===== src/sv/tas_pkg.sv =====
// Shared types and constants of the set-associative tag store.
// No dependencies; every other design file but tas_ram refers to it by scoped names.
`default_nettype none

package tas_pkg;

  // Channel field widths
  localparam int unsigned MODE_W   = 3;
  localparam int unsigned SET_IN_W = 6;
  localparam int unsigned TAG_IN_W = 20;
  localparam int unsigned CNT_W    = 32;

  // Default geometry
  localparam int unsigned DEF_SET_BITS = 6;
  localparam int unsigned DEF_WAYS     = 4;
  localparam int unsigned DEF_TAG_BITS = 20;

  typedef enum logic [MODE_W-1:0] {
    MODE_LOOKUP = 3'd0,
    MODE_FILL   = 3'd1,
    MODE_TOUCH  = 3'd2,
    MODE_EVICT  = 3'd3,
    MODE_ERASE  = 3'd4
  } mode_e;

  // Per-item flags and evicted tag from the update unit
  typedef struct packed {
    logic                hit;
    logic                fill_done;
    logic                erase_done;
    logic                evicted_valid;
    logic [TAG_IN_W-1:0] evicted_tag;
  } tas_res_t;

endpackage

`default_nettype wire


===== src/sv/tas_lru.sv =====
// Set update unit: tag match, empty-way and LRU-way search, rank promotion.
// Works on one set row read from the RAMs; depends on tas_pkg.
`default_nettype none

module tas_lru #(
  parameter int unsigned WAYS     = tas_pkg::DEF_WAYS,
  parameter int unsigned TAG_BITS = tas_pkg::DEF_TAG_BITS,
  parameter int unsigned RW       = 2
) (
  input  wire tas_pkg::mode_e                mode_i,
  input  wire logic [TAG_BITS-1:0]           tag_i,
  input  wire logic [WAYS-1:0][TAG_BITS-1:0] tags_i,
  input  wire logic [WAYS-1:0]               valid_i,
  input  wire logic [WAYS-1:0][RW-1:0]       rank_i,
  output logic                               tag_we_o,
  output logic      [WAYS-1:0][TAG_BITS-1:0] tags_o,
  output logic      [WAYS-1:0]               valid_o,
  output logic      [WAYS-1:0][RW-1:0]       rank_o,
  output tas_pkg::tas_res_t                  res_o
);

  localparam int unsigned EXT_W =
      (TAG_BITS > tas_pkg::TAG_IN_W) ? TAG_BITS : tas_pkg::TAG_IN_W;

  typedef logic [WAYS-1:0][RW-1:0] rank_row_t;

  logic          m_found, e_found, l_found;
  logic [RW-1:0] m_way, e_way, l_way;
  logic [EXT_W-1:0] ev_ext;

  // Way w becomes most recent; ways ranked above its old rank move down by one.
  function automatic rank_row_t promote(rank_row_t r, logic [RW-1:0] w);
    rank_row_t     n;
    logic [RW-1:0] x;
    n = r;
    x = r[w];
    for (int j = 0; j < WAYS; j++) begin
      if ((RW'(j) != w) && (r[j] > x)) begin
        n[j] = r[j] - 1'b1;
      end
    end
    n[w] = RW'(WAYS - 1);
    return n;
  endfunction

  // Lowest qualifying way wins: scan downward so the last hit is way 0 side.
  always_comb begin
    m_found = 1'b0;
    e_found = 1'b0;
    l_found = 1'b0;
    m_way   = '0;
    e_way   = '0;
    l_way   = '0;
    for (int w = WAYS - 1; w >= 0; w--) begin
      if (valid_i[w] && (tags_i[w] == tag_i)) begin
        m_found = 1'b1;
        m_way   = RW'(w);
      end
      if (!valid_i[w]) begin
        e_found = 1'b1;
        e_way   = RW'(w);
      end
      if (rank_i[w] == '0) begin
        l_found = 1'b1;
        l_way   = RW'(w);
      end
    end
  end

  assign ev_ext = EXT_W'(tags_i[l_way]);

  always_comb begin
    tag_we_o = 1'b0;
    tags_o   = tags_i;
    valid_o  = valid_i;
    rank_o   = rank_i;
    res_o    = '0;
    unique case (mode_i) inside
      tas_pkg::MODE_LOOKUP, tas_pkg::MODE_TOUCH: begin
        if (m_found) begin
          rank_o    = promote(rank_i, m_way);
          res_o.hit = 1'b1;
        end
      end
      tas_pkg::MODE_FILL: begin
        if (e_found) begin
          tag_we_o        = 1'b1;
          tags_o[e_way]   = tag_i;
          valid_o[e_way]  = 1'b1;
          rank_o          = promote(rank_i, e_way);
          res_o.fill_done = 1'b1;
        end
      end
      tas_pkg::MODE_EVICT: begin
        if (l_found) begin
          if (valid_i[l_way]) begin
            res_o.evicted_valid = 1'b1;
            res_o.evicted_tag   = ev_ext[tas_pkg::TAG_IN_W-1:0];
          end
          valid_o[l_way] = 1'b0;
        end
      end
      tas_pkg::MODE_ERASE: begin
        if (m_found) begin
          valid_o[m_way]   = 1'b0;
          res_o.erase_done = 1'b1;
        end
      end
      default: begin
      end
    endcase
  end

endmodule

`default_nettype wire


===== config.mk =====
export PLATFORM = sky130hd
export DESIGN_NAME = tas_lru
export DESIGN_NICKNAME = d
export VERILOG_FILES = /design/src/sv/tas_pkg.sv /design/src/sv/tas_lru.sv
export SDC_FILE = /design/constraint.sdc
export NUM_CORES = 1
export LEC_CHECK = 0
export BUFFER_PORTS_ARGS = -buffer_cell sky130_fd_sc_hd__buf_2
export CELL_PAD_IN_SITES_DETAIL_PLACEMENT = 1
export CELL_PAD_IN_SITES_GLOBAL_PLACEMENT = 1
export CORE_MARGIN = 3
export CORE_UTILIZATION = 34
export DETAILED_ROUTE_END_ITERATION = 7
export PLACE_DENSITY_LB_ADDON = 0.1
export SLEW_MARGIN = 20
export SYNTH_ARGS = -nofsm -noshare
export SYNTH_HDL_FRONTEND = slang
export SYNTH_SLANG_ARGS = --single-unit

===== constraint.sdc =====
create_clock -name vclk -period 16.65
set_clock_uncertainty 0.1 [all_clocks]
set_input_delay 3.33 -clock vclk [all_inputs]
set_output_delay 3.33 -clock vclk [all_outputs]
set_load 0.02 [all_outputs]

Yosys cells after proc, flatten, opt, wreduce, memory -nomap -nowiden:

Cells that the tools add are included.

* register bits: 0
* word-level logic and storage cells: 148

* add/subtract/negate cells: 4
* magnitude comparators: 14
* equal/unequal tests: 14
* mux-type cells: 86
* bitwise logic cells: 7
* reductions and logical operators: 23

Operators by type and width (count)
* 80-bit 2-to-1 mux: 2
* 80-bit bitwise mux: 1
* 20-bit equality test: 4
* 2-bit 2-to-1 mux: 40
* 21-bit 2-to-1 mux: 3
* 20-bit binary-select mux with 2-bit select: 1
* 20-bit demux with 2-bit select: 1
* 20-bit 2-to-1 mux: 2
* 1-bit 2-to-1 mux: 21
* 2-bit > comparator: 8
* 8-bit 2-to-1 mux: 2
* 8-bit bitwise OR: 2
* 8-bit case mux with 2 select lines: 1
* 1-bit logical AND: 15
* 4-bit 2-to-1 mux: 3
* 4-bit case mux with 3 select lines: 1
* 2-bit by 3-bit less-than comparator with 1-bit output (second input constant): 3
* 4-bit AND: 2
* 2-bit binary-select mux with 2-bit select: 2
* 2-bit demux with 2-bit select: 2
* 2-bit zero test: 4
* 2-bit inequality test (first input constant): 4
* 4-bit NOT: 2
* 2-bit by 1-bit subtractor with 2-bit output (second input constant): 4
* 11 further kinds: 18

Longest topological paths before layout:

* depth in word-level cells: 16
* gate-level depth with buffers: 14
* gate-level depth less buffers: 14

Worst setup path before layout:

OpenSTA, ideal clock, no wires.

* kind: input -> output
* start: input tag_i[5]
* end: output rank_o[4] (netlist name)
* arrival: 7058 ps
* required time: 13220 ps
* slack: 6162 ps
* cell stages on the path: 14
* path through: clkbuf_1 -> xor2_1 -> or4_1 -> or4_4 -> o2bb2ai_2 -> o21a_1 -> o2bb2ai_1 -> a221oi_1 -> ha_1 -> nor2_1 -> inv_1 -> maj3_2 -> or3_1 -> a31oi_1

RTL lines
* start, declared: line tas_lru.sv:11 `input wire logic [TAG_BITS-1:0] tag_i,`
* end, declared: line tas_lru.sv:18 `output logic [WAYS-1:0][RW-1:0] rank_o,`

==> qor.yml <==
cells_and_area:
  area_growth_pct: 30.1
  multiInputGateArea_sq_um: 3640
  clock_buffers: 0
  flops_and_latches: 0
  drive_gt1_frac: 0.467
  regArea_sq_um: 0
  final_nets: 859
  fillers: 1516
  stdcell_count: 866
  antenna_cells: 0
synth:
  syn_inst: 539
  synth_top_family_by_area: "multiplexers"
  synth_most_common_cell: "mux2_2"
  synthesis.area_sq_um: 3920
  yosys_warnings: 0
  synth_fp_nets: 670
  ys_seq_area_frac: 0
  synth_compound_area_frac: 0.232
  synthSimpleGateAreaFrac: 0.217
  synth_top_area_cell: "mux2_2"
  synthMuxAreaShare: 0.235
  syn_area_per_cell_sq_um: 7.28
  yosysTopAreaCellShare: 0.230
  synth.area.top_cells: "mux2_2 (23%), xnor2_1 (14%), a21oi_1 (6.0%)"
  synthTopCellsByCount: "mux2_2 (80), xnor2_1 (61), nand2_1 (51), a21oi_1 (47), clkbuf_1 (43)"
  synth_adder_area_share: 0.0596
  synthXorXnorAreaFrac: 0.179
  synth.distinct_cells: 65
clock_network:
  post-cts-setup-buffers: 0
  cts_resized: 0
  ctsHoldBuffers: 0
power:
  powerDensity_nw_per_um2: 31.5
  power_leakage_nw: 2.24
  peakVddDrop_uv: 15.1
timing:
  slew_violations: 0
  final-setup-viol-count: 0
  rsz0062_at_grt: "no"
  hold_viol: 0
  slew_headroom: 0.240
  max_freq_mhz: 92.5
  fin_crit_sh: 0.649
  tns_ns: 0
  tightest_slew_ns: 1.13
  min_period_ns: 10.81
drt:
  drtIter0Drc: 309
  antenna_left: 0
  vias: 5235
  vias_per_cell: 6.05
  drc_errors: 0
  post_drt_wl_per_cell_um: 22.8
  drtPass1Iterations: 7
  drt_wl_total_mm: 19.8
die:
  dieArea_sq_um: 12900
  die_h_um: 113
  row_count: 38
  die_x_um: 113
  io_pins: 232
  fp.coreArea_sq_um: 11100
  start_util: 0.354
worst_setup_path:
  crit_buf_inv: 3
  cpPeakStageDelay_ns: 0.58
  crit_path_top_delay_cell: "or4_4"
  cp-start-kind: "input pin"
  worstPathCellList: "buf_2, xor2_1, or4_1, or4_4, o2bb2ai_2, o21a_1, o2bb2ai_1, a221oi_1, ha_1, nor2_1, inv_1, maj3_2, or3_1, a31oi_1, buf_2"
  cp_top_family: "simple AND/OR/NAND/NOR gates"
  crit_arrival_ns: 7.38
  crit_required_ns: 13.22
  criticalPathCategory: "input pin to output port"
  critPathMaxFanout: 8
  crit_top_cell: "buf_2"
  critPathCaptureType: "output port"
grt:
  grt_pass1_vias: 5247
  antenna_found_initial: 0
  grt_first_pass_wirelength_mm: 29.8
  grt_overflow: 0
  grt_max_degree: 23
  grt_usage: 0.289
placed_design:
  gp_congestion: 0.920
  place_inst: 866
  place.port_buffers: 232
  dpl.hpwl_mm: 16.5
flow_run:
  maxCapViolations: 0
hold_path:
  whs_path_depth: 4
  min_path_type: "input pin to output port"
  holdCritStartpoint: "tags_i[8]"
  holdPathEnd: "res_o[8]"
run_status:
  status: "complete, no violations"
## cells in the final DEF, fill, tap and decap left out, types with 4 or more instances in the layout
| cell type | count |
|---|---|
| a21oi_1 | 47 |
| a222oi_1 | 21 |
| a31oi_1 | 8 |
| and3_1 | 4 |
| buf_2 | 232 |
| buf_4 | 6 |
| ha_1 | 16 |
| inv_1 | 22 |
| mux2_2 | 80 |
| nand2_1 | 51 |
| nand3_1 | 13 |
| nand4_1 | 20 |
| nor2_1 | 18 |
| nor2b_1 | 5 |
| nor3_1 | 10 |
| nor4_1 | 4 |
| o21ai_0 | 9 |
| o22ai_1 | 4 |
| or4_1 | 5 |
| xnor2_1 | 61 |
| xor2_1 | 19 |
## power breakdown
group | internal (mW) | total [mW] | leakage [nW] | switching [mW]
logic | 0.0610 | 0.161 | 2.24 | 0.0996
clock network | 0 | 0 | 0 | 0
registers | 0 | 0 | 0 | 0
## per-layer routing
metal,vias to the layer above,global-route usage,part of all wire
li1,2403,-,-
met1,2549,0.358,0.40
met2,261,0.547,0.52
met3,22,0.0345,0.071
met4,0,0.0353,0.014
met5,-,0,0
## logic make-up (layout without fill, tap and decap cells)
| group | Yosys count | count (layout) |
|---|---|---|
| buffers and inverters | 73 | 260 |
| AOI/OAI and AO/OA | 127 | 127 |
| and+or+nand+nor | 158 | 158 |
| adders and majority gates | 19 | 19 |
| muxes | 82 | 82 |
| xor gates and xnor gates | 80 | 80 |
## cell type report
type,instances,share of cell area
Inverter,22,0.0162
Timing Repair Buffer,238,0.236
Tap cell,140,0.0343
Multi-Input combinational cell,466,0.713
## how the worst max path moves through the flow
stage                    from         to  cells past startpoint
CTS                 tag_i[12]  rank_o[4]                     15
global route        tag_i[12]  rank_o[4]                     15
floorplan            tag_i[5]  rank_o[4]                     14
finish              tag_i[12]  rank_o[4]                     15
detailed placement  tag_i[12]  rank_o[4]                     15
global placement     tag_i[5]  rank_o[6]                     15
## stage by stage
stage	utilization	power, mW	worst slack, ns	hold slack (ns)	instance area [sq um]
after detailed placement	0.461	0.159	5.87	6.94	5100
after CTS	0.461	0.160	5.85	6.95	5100
after floorplan	-	0.0998	6.16	6.74	3920
after global routing	0.461	0.173	5.60	6.97	5100
after global placement	0.461	0.157	6.01	6.93	5100
final	0.461	0.161	5.84	6.94	5100
No activity file was read; power rests on OpenSTA's default activity.
